[src/rtl/core/aalr_pkg.sv]
// shared types and codes for the antialiased line rasterizer core
// no dependencies
`default_nettype none

package aalr_pkg;

  localparam logic OP_LOAD = 1'b0;
  localparam logic OP_STEP = 1'b1;

  typedef logic [2:0] res_sel_t;

  localparam res_sel_t RES_EP0   = 3'd0;
  localparam res_sel_t RES_EP1   = 3'd1;
  localparam res_sel_t RES_UPPER = 3'd2;
  localparam res_sel_t RES_LOWER = 3'd3;
  localparam res_sel_t RES_DONE  = 3'd4;

  typedef struct packed {
    logic     capture;
    logic     order;
    logic     div_start;
    logic     setup;
    logic     out_load;
    res_sel_t out_sel;
    logic     advance;
  } cmd_t;

  typedef struct packed {
    logic line_active;
    logic div_done;
  } sts_t;

endpackage

`default_nettype wire

[src/rtl/core/aalr_in_if.sv]
// input channel of the rasterizer core: valid/ready plus one command
// no dependencies
`default_nettype none

interface aalr_in_if #(
  parameter int COORD_BITS = 12
) ();
  logic                  valid;
  logic                  ready;
  logic                  opcode;
  logic [COORD_BITS-1:0] start_x;
  logic [COORD_BITS-1:0] start_y;
  logic [COORD_BITS-1:0] end_x;
  logic [COORD_BITS-1:0] end_y;

  modport source (output valid, opcode, start_x, start_y, end_x, end_y, input ready);
  modport sink   (input valid, opcode, start_x, start_y, end_x, end_y, output ready);
endinterface

`default_nettype wire

[src/rtl/core/aalr_out_if.sv]
// result channel of the rasterizer core: valid/ready plus one pixel result
// no dependencies
`default_nettype none

interface aalr_out_if #(
  parameter int COORD_BITS    = 12,
  parameter int COVERAGE_BITS = 8
) ();
  logic                   valid;
  logic                   ready;
  logic [COORD_BITS-1:0]  pixel_x;
  logic [COORD_BITS-1:0]  pixel_y;
  logic [COVERAGE_BITS:0] coverage;
  logic                   pixel_valid;
  logic                   line_done;
  logic                   last;

  modport source (output valid, pixel_x, pixel_y, coverage, pixel_valid, line_done, last,
                  input ready);
  modport sink   (input valid, pixel_x, pixel_y, coverage, pixel_valid, line_done, last,
                  output ready);
endinterface

`default_nettype wire

[src/rtl/core/aalr_divider.sv]
// restoring divider for the slope, one quotient bit per cycle
// no dependencies; dividend must not exceed divisor
`default_nettype none

module aalr_divider #(
  parameter int COORD_BITS = 12,
  parameter int FRAC_BITS  = 16
) (
  input  wire logic                  clk,
  input  wire logic                  rst_n,
  input  wire logic                  start,
  input  wire logic [COORD_BITS-1:0] dividend,
  input  wire logic [COORD_BITS-1:0] divisor,
  output logic                       done,
  output logic [FRAC_BITS:0]         quotient
);

  localparam int CNT_W = $clog2(FRAC_BITS + 2);

  logic                 busy_r;
  logic                 done_r;
  logic [CNT_W-1:0]     cnt_r;
  logic [COORD_BITS:0]  rem_r;
  logic [COORD_BITS:0]  rem_nxt;
  logic [COORD_BITS:0]  rem_sub;
  logic [FRAC_BITS:0]   q_r;
  logic [FRAC_BITS:0]   q_nxt;
  logic                 ge;

  always_comb begin
    ge      = rem_r >= {1'b0, divisor};
    rem_sub = ge ? (rem_r - {1'b0, divisor}) : rem_r;
    rem_nxt = {rem_sub[COORD_BITS-1:0], 1'b0};
    q_nxt   = {q_r[FRAC_BITS-1:0], ge};
  end

  always_ff @(posedge clk) begin
    if (!rst_n) begin
      busy_r <= 1'b0;
      done_r <= 1'b0;
      cnt_r  <= '0;
    end else begin
      done_r <= 1'b0;
      if (start) begin
        busy_r <= 1'b1;
        cnt_r  <= CNT_W'(FRAC_BITS + 1);
      end else if (busy_r) begin
        cnt_r <= cnt_r - CNT_W'(1);
        if (cnt_r == CNT_W'(1)) begin
          busy_r <= 1'b0;
          done_r <= 1'b1;
        end
      end
    end
  end

  always_ff @(posedge clk) begin
    if (start) begin
      rem_r <= {1'b0, dividend};
      q_r   <= '0;
    end else if (busy_r) begin
      rem_r <= rem_nxt;
      q_r   <= q_nxt;
    end
  end

  assign done     = done_r;
  assign quotient = q_r;

endmodule

`default_nettype wire

[src/rtl/core/aalr_datapath.sv]
// line setup, column stepping and result register of the rasterizer
// depends on aalr_pkg and aalr_divider
`default_nettype none

module aalr_datapath #(
  parameter int COORD_BITS    = 12,
  parameter int FRAC_BITS     = 16,
  parameter int COVERAGE_BITS = 8
) (
  input  wire logic                   clk,
  input  wire logic                   rst_n,
  input  wire aalr_pkg::cmd_t         cmd,
  output aalr_pkg::sts_t              sts,
  input  wire logic [COORD_BITS-1:0]  start_x,
  input  wire logic [COORD_BITS-1:0]  start_y,
  input  wire logic [COORD_BITS-1:0]  end_x,
  input  wire logic [COORD_BITS-1:0]  end_y,
  output logic [COORD_BITS-1:0]       pixel_x,
  output logic [COORD_BITS-1:0]       pixel_y,
  output logic [COVERAGE_BITS:0]      coverage,
  output logic                        pixel_valid,
  output logic                        line_done,
  output logic                        last
);

  localparam int C   = COORD_BITS;
  localparam int F   = FRAC_BITS;
  localparam int V   = COVERAGE_BITS;
  localparam int ACC = C + F;
  localparam logic [V:0] FULL_COV = {1'b1, {V{1'b0}}};

  // capture stage
  logic [C-1:0] adx, ady;
  logic         steep_c;
  logic         steep_r;
  logic [C-1:0] a0_r, b0_r, a1_r, b1_r;

  // order stage
  logic         swap;
  logic [C-1:0] xo0, yo0, xo1, yo1;
  logic [C-1:0] x0_r, y0_r, x1_r, y1_r;
  logic [C-1:0] dx_r, mag_r;
  logic         neg_r;

  // line state
  logic [F+1:0]   slope_r;
  logic [ACC-1:0] acc_r;
  logic [C-1:0]   column_r;
  logic [C-1:0]   last_col_r;
  logic           active_r;

  // setup
  logic           div_done;
  logic [F:0]     div_q;
  logic [F:0]     q_eff;
  logic [F+1:0]   slope_nxt;
  logic [ACC-1:0] acc_base;
  logic [ACC-1:0] acc_nxt;
  logic [ACC-1:0] slope_ext;

  // step values
  logic [C-1:0]   yi;
  logic [F+V-1:0] frac_pad;
  logic [V-1:0]   frac_cov;

  // result register
  logic [C-1:0] res_a, res_b;
  logic [V:0]   res_cov;
  logic         res_valid, res_done, res_last;
  logic [C-1:0] px_r, py_r;
  logic [V:0]   cov_r;
  logic         pvalid_r, done_r, last_r;

  always_comb begin
    adx     = (end_x > start_x) ? (end_x - start_x) : (start_x - end_x);
    ady     = (end_y > start_y) ? (end_y - start_y) : (start_y - end_y);
    steep_c = ady > adx;
  end

  always_ff @(posedge clk) begin
    if (!rst_n) begin
      steep_r <= 1'b0;
    end else if (cmd.capture) begin
      steep_r <= steep_c;
    end
  end

  always_ff @(posedge clk) begin
    if (cmd.capture) begin
      a0_r <= steep_c ? start_y : start_x;
      b0_r <= steep_c ? start_x : start_y;
      a1_r <= steep_c ? end_y : end_x;
      b1_r <= steep_c ? end_x : end_y;
    end
  end

  always_comb begin
    swap = a0_r > a1_r;
    xo0  = swap ? a1_r : a0_r;
    yo0  = swap ? b1_r : b0_r;
    xo1  = swap ? a0_r : a1_r;
    yo1  = swap ? b0_r : b1_r;
  end

  always_ff @(posedge clk) begin
    if (cmd.order) begin
      x0_r  <= xo0;
      y0_r  <= yo0;
      x1_r  <= xo1;
      y1_r  <= yo1;
      dx_r  <= swap ? (a0_r - a1_r) : (a1_r - a0_r);
      neg_r <= yo1 < yo0;
      mag_r <= (yo1 < yo0) ? (yo0 - yo1) : (yo1 - yo0);
    end
  end

  aalr_divider #(
    .COORD_BITS (C),
    .FRAC_BITS  (F)
  ) u_divider (
    .clk      (clk),
    .rst_n    (rst_n),
    .start    (cmd.div_start),
    .dividend (mag_r),
    .divisor  (dx_r),
    .done     (div_done),
    .quotient (div_q)
  );

  always_comb begin
    q_eff     = (dx_r == '0) ? '0 : div_q;
    slope_nxt = neg_r ? ((F+2)'(0) - {1'b0, q_eff}) : {1'b0, q_eff};
    acc_base  = {y0_r, {F{1'b0}}};
    acc_nxt   = neg_r ? (acc_base - ACC'(q_eff)) : (acc_base + ACC'(q_eff));
    slope_ext = {{(C-2){slope_r[F+1]}}, slope_r};
    yi        = acc_r[ACC-1:F];
    frac_pad  = {acc_r[F-1:0], {V{1'b0}}};
    frac_cov  = frac_pad[F+V-1 -: V];
  end

  always_ff @(posedge clk) begin
    if (!rst_n) begin
      slope_r    <= '0;
      acc_r      <= '0;
      column_r   <= '0;
      last_col_r <= '0;
      active_r   <= 1'b0;
    end else if (cmd.setup) begin
      slope_r  <= slope_nxt;
      acc_r    <= acc_nxt;
      active_r <= dx_r >= C'(2);
      if (dx_r >= C'(2)) begin
        column_r   <= x0_r + C'(1);
        last_col_r <= x1_r - C'(1);
      end else begin
        column_r   <= '0;
        last_col_r <= '0;
      end
    end else if (cmd.advance) begin
      if (column_r == last_col_r) begin
        active_r <= 1'b0;
      end else begin
        column_r <= column_r + C'(1);
        acc_r    <= acc_r + slope_ext;
      end
    end
  end

  always_comb begin
    res_a     = '0;
    res_b     = '0;
    res_cov   = '0;
    res_valid = 1'b0;
    res_done  = 1'b0;
    res_last  = 1'b0;
    case (cmd.out_sel)
      aalr_pkg::RES_EP0: begin
        res_a     = x0_r;
        res_b     = y0_r;
        res_cov   = FULL_COV;
        res_valid = 1'b1;
      end
      aalr_pkg::RES_EP1: begin
        res_a     = x1_r;
        res_b     = y1_r;
        res_cov   = FULL_COV;
        res_valid = 1'b1;
        res_last  = 1'b1;
      end
      aalr_pkg::RES_UPPER: begin
        res_a     = column_r;
        res_b     = yi;
        res_cov   = FULL_COV - {1'b0, frac_cov};
        res_valid = 1'b1;
      end
      aalr_pkg::RES_LOWER: begin
        res_a     = column_r;
        res_b     = yi + C'(1);
        res_cov   = {1'b0, frac_cov};
        res_valid = 1'b1;
        res_last  = 1'b1;
      end
      aalr_pkg::RES_DONE: begin
        res_done = 1'b1;
        res_last = 1'b1;
      end
      default: begin
        res_done = 1'b1;
        res_last = 1'b1;
      end
    endcase
  end

  always_ff @(posedge clk) begin
    if (cmd.out_load) begin
      px_r     <= steep_r ? res_b : res_a;
      py_r     <= steep_r ? res_a : res_b;
      cov_r    <= res_cov;
      pvalid_r <= res_valid;
      done_r   <= res_done;
      last_r   <= res_last;
    end
  end

  assign sts.line_active = active_r;
  assign sts.div_done    = div_done;

  assign pixel_x     = px_r;
  assign pixel_y     = py_r;
  assign coverage    = cov_r;
  assign pixel_valid = pvalid_r;
  assign line_done   = done_r;
  assign last        = last_r;

endmodule

`default_nettype wire

[src/rtl/core/aalr_controller.sv]
// sequencer of the rasterizer: handshakes, setup steps and result order
// depends on aalr_pkg
`default_nettype none

module aalr_controller (
  input  wire logic            clk,
  input  wire logic            rst_n,
  input  wire logic            in_valid,
  input  wire logic            in_opcode,
  output logic                 in_ready,
  output logic                 out_valid,
  input  wire logic            out_ready,
  input  wire aalr_pkg::sts_t  sts,
  output aalr_pkg::cmd_t       cmd
);

  localparam logic [2:0] S_IDLE     = 3'd0;
  localparam logic [2:0] S_ORDER    = 3'd1;
  localparam logic [2:0] S_DIV_GO   = 3'd2;
  localparam logic [2:0] S_DIV_WAIT = 3'd3;
  localparam logic [2:0] S_EMIT_A   = 3'd4;
  localparam logic [2:0] S_EMIT_B   = 3'd5;

  logic [2:0] state_r, state_nxt;
  logic       step_mode_r, step_mode_nxt;
  logic       in_fire;

  always_comb begin
    in_ready  = (state_r == S_IDLE) || ((state_r == S_EMIT_B) && out_ready);
    out_valid = (state_r == S_EMIT_A) || (state_r == S_EMIT_B);
    in_fire   = in_valid && in_ready;
  end

  always_comb begin
    state_nxt     = state_r;
    step_mode_nxt = step_mode_r;
    cmd           = '0;
    cmd.out_sel   = aalr_pkg::RES_DONE;
    case (state_r)
      S_IDLE, S_EMIT_B: begin
        if ((state_r == S_EMIT_B) && out_ready) begin
          state_nxt = S_IDLE;
        end
        if (in_fire) begin
          if (in_opcode == aalr_pkg::OP_LOAD) begin
            cmd.capture = 1'b1;
            state_nxt   = S_ORDER;
          end else if (sts.line_active) begin
            cmd.out_load  = 1'b1;
            cmd.out_sel   = aalr_pkg::RES_UPPER;
            step_mode_nxt = 1'b1;
            state_nxt     = S_EMIT_A;
          end else begin
            cmd.out_load = 1'b1;
            cmd.out_sel  = aalr_pkg::RES_DONE;
            state_nxt    = S_EMIT_B;
          end
        end
      end
      S_ORDER: begin
        cmd.order = 1'b1;
        state_nxt = S_DIV_GO;
      end
      S_DIV_GO: begin
        cmd.div_start = 1'b1;
        state_nxt     = S_DIV_WAIT;
      end
      S_DIV_WAIT: begin
        if (sts.div_done) begin
          cmd.setup     = 1'b1;
          cmd.out_load  = 1'b1;
          cmd.out_sel   = aalr_pkg::RES_EP0;
          step_mode_nxt = 1'b0;
          state_nxt     = S_EMIT_A;
        end
      end
      S_EMIT_A: begin
        if (out_ready) begin
          cmd.out_load = 1'b1;
          cmd.out_sel  = step_mode_r ? aalr_pkg::RES_LOWER : aalr_pkg::RES_EP1;
          cmd.advance  = step_mode_r;
          state_nxt    = S_EMIT_B;
        end
      end
      default: begin
        state_nxt = S_IDLE;
      end
    endcase
  end

  always_ff @(posedge clk) begin
    if (!rst_n) begin
      state_r     <= S_IDLE;
      step_mode_r <= 1'b0;
    end else begin
      state_r     <= state_nxt;
      step_mode_r <= step_mode_nxt;
    end
  end

endmodule

`default_nettype wire

[src/rtl/core/antialiased_line_rasterizer_core.sv]
// antialiased line rasterizer top level: controller plus datapath
// depends on aalr_pkg, aalr_in_if, aalr_out_if, aalr_controller, aalr_datapath
//
// Each command on in_chan is either a load (two endpoints) or a step. A load
// returns the two endpoints at full coverage, a step returns the upper and the
// lower pixel of the next interior column, or a single result with line_done
// set once the line is used up; the final result of each command has last set.
// A step sends its results one at a time through the single output register,
// and a step on a finished line sends only the line_done result. The steep
// test happens in the accept cycle. Before its second result can leave, a
// load passes through endpoint ordering, a divider start, the restoring slope
// divider at one quotient bit per cycle, and a step that loads the line state
// together with the first result. The next command is taken in the same
// cycle in which the final result of the previous one is taken by the sink.
`default_nettype none

module antialiased_line_rasterizer_core #(
  parameter int COORD_BITS    = 12,
  parameter int FRAC_BITS     = 16,
  parameter int COVERAGE_BITS = 8
) (
  input  wire logic clk,
  input  wire logic rst_n,
  aalr_in_if.sink   in_chan,
  aalr_out_if.source out_chan
);

  aalr_pkg::cmd_t cmd;
  aalr_pkg::sts_t sts;

  aalr_controller u_controller (
    .clk       (clk),
    .rst_n     (rst_n),
    .in_valid  (in_chan.valid),
    .in_opcode (in_chan.opcode),
    .in_ready  (in_chan.ready),
    .out_valid (out_chan.valid),
    .out_ready (out_chan.ready),
    .sts       (sts),
    .cmd       (cmd)
  );

  aalr_datapath #(
    .COORD_BITS    (COORD_BITS),
    .FRAC_BITS     (FRAC_BITS),
    .COVERAGE_BITS (COVERAGE_BITS)
  ) u_datapath (
    .clk         (clk),
    .rst_n       (rst_n),
    .cmd         (cmd),
    .sts         (sts),
    .start_x     (in_chan.start_x),
    .start_y     (in_chan.start_y),
    .end_x       (in_chan.end_x),
    .end_y       (in_chan.end_y),
    .pixel_x     (out_chan.pixel_x),
    .pixel_y     (out_chan.pixel_y),
    .coverage    (out_chan.coverage),
    .pixel_valid (out_chan.pixel_valid),
    .line_done   (out_chan.line_done),
    .last        (out_chan.last)
  );

endmodule

`default_nettype wire

[src/flat_wrapper.sv]
// flat-port wrapper written by rule: the top's interface ports become plain ports
module antialiased_line_rasterizer_core_flat 
#(
  parameter int COORD_BITS    = 12,
  parameter int FRAC_BITS     = 16,
  parameter int COVERAGE_BITS = 8
)
  (clk, rst_n, in_chan_valid, in_chan_opcode, in_chan_start_x, in_chan_start_y, in_chan_end_x, in_chan_end_y, in_chan_ready, out_chan_valid, out_chan_pixel_x, out_chan_pixel_y, out_chan_coverage, out_chan_pixel_valid, out_chan_line_done, out_chan_last, out_chan_ready);
  aalr_in_if #(.COORD_BITS(COORD_BITS)) in_chan_i ();
  aalr_out_if #(.COORD_BITS(COORD_BITS), .COVERAGE_BITS(COVERAGE_BITS)) out_chan_i ();
  input  wire logic clk;
  input  wire logic rst_n;
  input wire logic [$bits(in_chan_i.valid)-1:0] in_chan_valid;
  input wire logic [$bits(in_chan_i.opcode)-1:0] in_chan_opcode;
  input wire logic [$bits(in_chan_i.start_x)-1:0] in_chan_start_x;
  input wire logic [$bits(in_chan_i.start_y)-1:0] in_chan_start_y;
  input wire logic [$bits(in_chan_i.end_x)-1:0] in_chan_end_x;
  input wire logic [$bits(in_chan_i.end_y)-1:0] in_chan_end_y;
  output wire logic [$bits(in_chan_i.ready)-1:0] in_chan_ready;
  output wire logic [$bits(out_chan_i.valid)-1:0] out_chan_valid;
  output wire logic [$bits(out_chan_i.pixel_x)-1:0] out_chan_pixel_x;
  output wire logic [$bits(out_chan_i.pixel_y)-1:0] out_chan_pixel_y;
  output wire logic [$bits(out_chan_i.coverage)-1:0] out_chan_coverage;
  output wire logic [$bits(out_chan_i.pixel_valid)-1:0] out_chan_pixel_valid;
  output wire logic [$bits(out_chan_i.line_done)-1:0] out_chan_line_done;
  output wire logic [$bits(out_chan_i.last)-1:0] out_chan_last;
  input wire logic [$bits(out_chan_i.ready)-1:0] out_chan_ready;
  assign in_chan_i.valid = in_chan_valid;
  assign in_chan_i.opcode = in_chan_opcode;
  assign in_chan_i.start_x = in_chan_start_x;
  assign in_chan_i.start_y = in_chan_start_y;
  assign in_chan_i.end_x = in_chan_end_x;
  assign in_chan_i.end_y = in_chan_end_y;
  assign in_chan_ready = in_chan_i.ready;
  assign out_chan_valid = out_chan_i.valid;
  assign out_chan_pixel_x = out_chan_i.pixel_x;
  assign out_chan_pixel_y = out_chan_i.pixel_y;
  assign out_chan_coverage = out_chan_i.coverage;
  assign out_chan_pixel_valid = out_chan_i.pixel_valid;
  assign out_chan_line_done = out_chan_i.line_done;
  assign out_chan_last = out_chan_i.last;
  assign out_chan_i.ready = out_chan_ready;
  antialiased_line_rasterizer_core #(.COORD_BITS(COORD_BITS), .FRAC_BITS(FRAC_BITS), .COVERAGE_BITS(COVERAGE_BITS)) u_core (.clk(clk), .rst_n(rst_n), .in_chan(in_chan_i), .out_chan(out_chan_i));
endmodule
[config.mk]
export PLATFORM = sky130hd
export DESIGN_NAME = antialiased_line_rasterizer_core_flat
export DESIGN_NICKNAME = d
export VERILOG_FILES = /design/src/rtl/core/aalr_pkg.sv /design/src/rtl/core/aalr_in_if.sv /design/src/rtl/core/aalr_out_if.sv /design/src/rtl/core/aalr_divider.sv /design/src/rtl/core/aalr_datapath.sv /design/src/rtl/core/aalr_controller.sv /design/src/rtl/core/antialiased_line_rasterizer_core.sv /design/src/flat_wrapper.sv
export SDC_FILE = /design/constraint.sdc
export NUM_CORES = 1
export LEC_CHECK = 0
export ABC_CLOCK_PERIOD_IN_PS = 7200
export BUFFER_PORTS_ARGS = -buffer_cell sky130_fd_sc_hd__buf_2
export CAP_MARGIN = 20
export CORE_MARGIN = 2
export CORE_UTILIZATION = 30
export CTS_BUF_LIST = sky130_fd_sc_hd__clkbuf_4
export DETAILED_ROUTE_END_ITERATION = 10
export GPL_TIMING_DRIVEN = 0
export PLACE_DENSITY_LB_ADDON = 0.15
export SYNTH_ARGS = -nofsm -noshare
export SYNTH_HDL_FRONTEND = slang
export SYNTH_SLANG_ARGS = --single-unit
[constraint.sdc]
create_clock -name clk -period 7.2 [get_ports clk]
set_input_delay 0.36 -clock clk [delete_from_list [all_inputs] [get_ports clk]]
set_output_delay 0.36 -clock clk [all_outputs]
set_load 0.01 [all_outputs]
After elaboration in Yosys (flattened, before gate mapping)

Index checks and enable logic that the tools add are counted.

Add/sub/neg operators: 19
$lt $le $gt $ge: 7
Equal/unequal tests: 17
Muxes and demuxes: 69
Bitwise operators: 2
Reductions and logical operators: 22

Operators by type and width:

| operator              | count |
|---|---|
| $mux 12               | 22 |
| $mux 28               | 4 |
| $sub 12x12->12        | 9 |
| $gt 12x12->1          | 4 |
| $pmux 12 s4           | 1 |
| $add 12x1->12 const B | 3 |
| $pmux 12 s3           | 1 |
| $add 28x17->28        | 1 |
| $add 28x28->28        | 1 |
| $sub 28x17->28        | 1 |
| $pmux 9 s3            | 1 |
| $mux 1                | 22 |
| $mux 5                | 4 |
| $mux 18               | 1 |
| $mux 3                | 6 |
| $sub 1x17->18 const A | 1 |
| $mux 17               | 1 |
| $pmux 3 s5            | 1 |
| $ge 13x12->1          | 1 |
| $eq 12x12->1          | 1 |
| $eq 3x2->1 const B    | 4 |
| $ge 12x2->1 const B   | 1 |
| $logic_not 12->1      | 1 |
| $lt 12x12->1          | 1 |
| other kinds (24)      | 43 |

Register bits: 270
Bits of input ports: 53
Output and inout port bits: 38
Logic and storage cells: 168

Longest topological paths before layout

Word-level depth: 10
Gate-level depth with buffers: 26
Mapped depth without buffers: 23

Hierarchy

From an unflattened synthesis, not the netlist that was laid out.

Cells, all modules: 2,320
Area, all modules: 20,004.2 µm²

Modules (own cells, without submodules):

| module          | instances | cells an instance | area an instance (µm²) | seq. area each (µm²) |
|---|---|---|---|---|
| aalr_datapath   | 1         | 2,043             | 17,464.2               | 6,155.9 |
| aalr_divider    | 1         | 232               | 2,192.1                | 860.8 |
| aalr_controller | 1         | 45                | 347.8                  | 80.1 |

Least setup slack after synthesis

No wires, ideal clock.

Path kind: input to register
Start: in in_chan_end_x[0]
End: reg u_core.u_datapath.a0_r[0] (data pin)
Library setup time: 0.265 ns
Arrival: 4.759 ns
Required time: 6.935 ns
Setup slack: 2.176 ns
Cell stages on the path: 24
Path buffers: 3
Path through: inv_1 ha_1 inv_1 fa_1 a21o_1 a21o_1 a211o_1 a21bo_2 nand2_1 buf_2 nand3_1 a311oi_1 nor3_1 a311oi_1 xnor2_1 ha_1 a21o_1 a21o_1 a2111oi_0 nor2_1 clkbuf_1 clkbuf_1 nand2_1 o21ai_0

Longest elaborated chain between the ends: 4
Elaborated cells on any way between the ends: 6
Classes of those cells: 2 x add/sub; 2 x order compare; 2 x mux

RTL lines:

| element                                               | RTL line            | RTL |
|---|---|---|
| start, declared                                       | flat_wrapper.sv:17  | `input wire logic [$bits(in_chan_i.end_x)-1:0] in_chan_end_x;` |
| $sub 12x12->12 / $gt 12x12->1 (equally long branches) | aalr_datapath.sv:75 | `adx = (end_x > start_x) ? (end_x - start_x) : (start_x - end_x);` |
| $mux 12 (*)                                           | aalr_datapath.sv:75 |  |
| $gt 12x12->1 (*)                                      | aalr_datapath.sv:77 | `steep_c = ady > adx;` |
| $mux 12 (*)                                           | aalr_datapath.sv:90 | `a0_r <= steep_c ? start_y : start_x;` |
| end signal, assigned                                  | aalr_datapath.sv:90 |  |
| end, declared                                         | aalr_datapath.sv:36 | `logic [C-1:0] a0_r, b0_r, a1_r, b1_r;` |

Mark *: on every way between the ends. The rest lies on a longest branch, timed or not.
A chain may end at the register's enable or synchronous reset.

Worst setup path in the final report

Start: in in_chan_end_x[0]
End: reg u_core.u_datapath.b0_r[3] (data pin)

Longest elaborated chain between the ends: 4
Elaborated cells on any way between the ends: 6
Classes of those cells: 2 x add/sub; 2 x order compare; 2 x mux

RTL lines:

| element                                               | RTL line            | RTL |
|---|---|---|
| $sub 12x12->12 / $gt 12x12->1 (equally long branches) | aalr_datapath.sv:75 |  |
| $mux 12 (*)                                           | aalr_datapath.sv:75 |  |
| $gt 12x12->1 (*)                                      | aalr_datapath.sv:77 |  |
| $mux 12 (*)                                           | aalr_datapath.sv:91 | `b0_r <= steep_c ? start_x : start_y;` |
| end signal, assigned                                  | aalr_datapath.sv:91 |  |
| end, declared                                         | aalr_datapath.sv:36 |  |

Marked as above.

==> metrics <==
status finished, final reports clean; DR top layer met4; Area contributors post-synth edfxtp_1 (26%), dfxtp_1 (10%), ha_1 (8.4%); Crit Path Class in2reg; Max Cap Viol 0; Net Sw Frac 44.5%; M1 WL 31300 µm; grt ovf 0; Final Skew 115 ps; R2R setup slack ~860 ps; count of final max-slew check failures 0; DP Wirelength ~55000 µm; DRC 0; Arrival @ worst endpoint 7300 ps; Avg Inst Size Synth 8.46 µm²; antenna violations before repair 2; internal power ~4400 µW; DRT antenna net count 0; register share of total power 31.9%; placed cells 3295; Num CTS Buffers 82; Slew HR 25.4%; wire per inst 19.9 µm; core footprint 0.0655 mm²; Net Switching 3570 µW; Leak 0.00922 µW; CP endpoint kind flop; synth unique cells 81; FF-to-FF path depth 21; Die Height 261 µm; Die X-Extent around 260 µm; row count 94; pin count of the biggest net entering global routing 74; P&R area growth vs syn 15.5%; Yosys warnings 0; PortBufs 90; final hold violations 0; slew of the pin with the lowest slew margin about 1100 ps; final setup fails 0; final worst setup slack 416 ps; drt first pass iters 5; Hold Crit Class in2reg; final worst-path cycle share a little over nine tenths; ys async rst share 0%; crit path time final just under 7000 ps; Crit. path cell count 27; Worst EP required 7720 ps; Die Area 0.0680 mm²; Initial Util between 30% and 40%; Clock power frac 19.0%; Crit Path Max Fanout 10; Vias 18225; pre-CTS WS 478 ps; clock root buffer clkbuf_4; met3 wire len 3220 µm; number of synthesized flops with an enable pin 169; Comb pwr share 49.1%; final wirelength 69500 µm; Yosys top cell by area edfxtp_1; Crit path top cell by count a21o_1; Max Clk Rate 0.147 GHz; Ports 91; fill count 6867; vias per cell 5.23; reg-to-reg critical path startpoint u_core.u_datapath.a0_r[0]; Initial DRC Count 1488; Top FF cell, synth edfxtp_1; H-tree levels 3; Post-Syn Area 0.0198 mm²; Post-CTS Setup Inserts 0; Post-Layout Cell Count 3485; clk sinks 270; worst setup path end u_core.u_datapath.b0_r[3]; DR WL met2 about 33000 µm; post-synthesis register bit count 270; Slowest cell on crit path dlygate4sd3_1; via count of the first global-routing pass 17656; GRT Resource Usage Total between 20% and 30%; commonest cells in the netlist nand2_1 (309), o21ai_0 (229), nor2_1 (189); Final Wtd Congestion between 0.9 and 1; family with the most delay on the worst path compound AO/OA/AOI/OAI gates; startpoint types input port; post-layout util roughly a third; Synth Net Count 2533; CTS Buffer Depth 3; first-pass GRT wire length 105000 µm; worst skew pair latency 870 ps; cell with the most instances after synthesis nand2_1; Nets 2752; crit-path max cell delay 570 ps; Seq/Total Area, Yosys between 30% and 40%; Cell Pwr Density around 350 mW/mm²; critical path launch point in_chan_end_x[0]; overall power 8010 µW; crit path buf inv count 8; share of the synthesized area in the top cell type 25.6%; CTS tree yes; Setup TNS Final 0 ps; Mapped Cells 2339; r2r endpoint u_core.u_datapath.mag_r[11]; VDD IR-drop max 0.133 mV; share of cells above drive strength 1 a little over 10%; Reg clk slew, reported paths 60 ps
registers in the layout, indices dropped and copies added, names as in the netlist, 13 cells and up:
register	flops
u_core.u_datapath.u_divider.rem_r	13
u_core.u_datapath.slope_r	18
u_core.u_datapath.acc_r	28
u_core.u_datapath.u_divider.quotient	17
metrics by stage:
stage / hold slack [ps] / instance area [µm²]
after CTS: 1.94 / 22800
after global placement: 453 / 21300
after global routing: 8.43 / 22800
final: 52.3 / 22800
after floorplan: 441 / 19800
after detailed placement: 461 / 21400
placed cells by master, fill, tap and decap left out, types with 22 or more instances in the layout:
cell           Yosys  layout
nand2_1          309     308
o21ai_0          229     229
nor2_1           189     189
edfxtp_1         169     169
inv_1            159     159
a21oi_1          151     151
ha_1             133     133
clkbuf_4           0     115
clkbuf_1         103     101
dfxtp_1          101     101
buf_2              5      95
mux2i_1           90      90
xnor2_1           83      83
xor2_1            57      57
nand3_1           51      51
nor3_1            44      44
dlygate4sd3_1      0      43
a21o_1            39      39
nor2b_1           29      28
and3_1            26      26
nand4_1           24      24
nand2b_1          22      22
worst min path at each step:
stage / startpoint / endpoint / slack, ps / cells past startpoint
floorplan: u_core.u_datapath.slope_r[0] / u_core.u_datapath.slope_r[0] / 440 / 2
global placement: u_core.u_datapath.slope_r[0] / u_core.u_datapath.slope_r[0] / 450 / 2
detailed placement: u_core.u_datapath.last_col_r[4] / u_core.u_datapath.last_col_r[4] / 460 / 2
CTS: in_chan_end_y[1] / u_core.u_datapath.a1_r[1] / 2 / 3
global route: in_chan_start_x[8] / u_core.u_datapath.b0_r[8] / 8 / 3
finish: in_chan_end_y[1] / u_core.u_datapath.a1_r[1] / 50 / 3
power groups by stage:
stage          sequential [µW]  combinational [µW]  clock [µW]
2_1_floorplan             2500                2570           0
3_3_place_gp              2600                3800           0
3_5_place_dp              2590                3850           0
4_1_cts                   2560                3920        1580
5_1_grt                   2600                4330        1670
6_report                  2560                3930        1520
final cells by class:
class | count | area [µm²] | area share, %
diodes | 4 | 10.0 | 0.0438
clock inverters | 28 | 166 | 0.728
flip-flops and latches | 270 | 7100 | 31.1
plain buffers | 122 | 470 | 2.06
clock buffers | 115 | 863 | 3.78
well taps | 864 | 1080 | 4.73
inverters | 159 | 597 | 2.61
multi-input cells | 1788 | 11600 | 50.9
repair buffers | 135 | 928 | 4.06
layer usage:
metal / track usage, % / vias up
li1: - / 8860
met1: 26.5 / 8708
met2: 33.8 / 534
met3: 2.85 / 123
met4: 7.44 / 0
met5: 0 / -
worst reg2reg max path, cell delays in order (launching register included):
cell and delay, ps:
edfxtp_1 460, inv_1 80, ha_1 230, fa_1 390, o21ai_0 360, a211oi_1 250, nor2_2 560, buf_2 430
buf_1 590, nand2_1 150, nor2_1 120, a21oi_1 90, ha_1 260, o21ai_0 190, nand2_1 70, mux2_2 300
a221oi_1 330, o41ai_1 160, a21boi_1 350, buf_4 320, mux2i_1 270, xnor2_1 110
cell families after synthesis:
logic type | share of synthesized area [%]
AND/OR/NAND/NOR | 17.6
multiplexers | 5.52
adder cells (fa/ha/maj) | 9.63
flip-flops | 35.9
XOR/XNOR | 6.20
AO/OA/AOI/OAI | 19.8
buffers and inverters | 5.38
timing repair:
item / CTS / global route
endpoints found under the hold margin: 37 / 0
gates resized for setup: 0 / 4
endpoints found under the setup margin: 0 / 8
hold buffers: 43 / 0
Power figures use the tool's default switching activity.
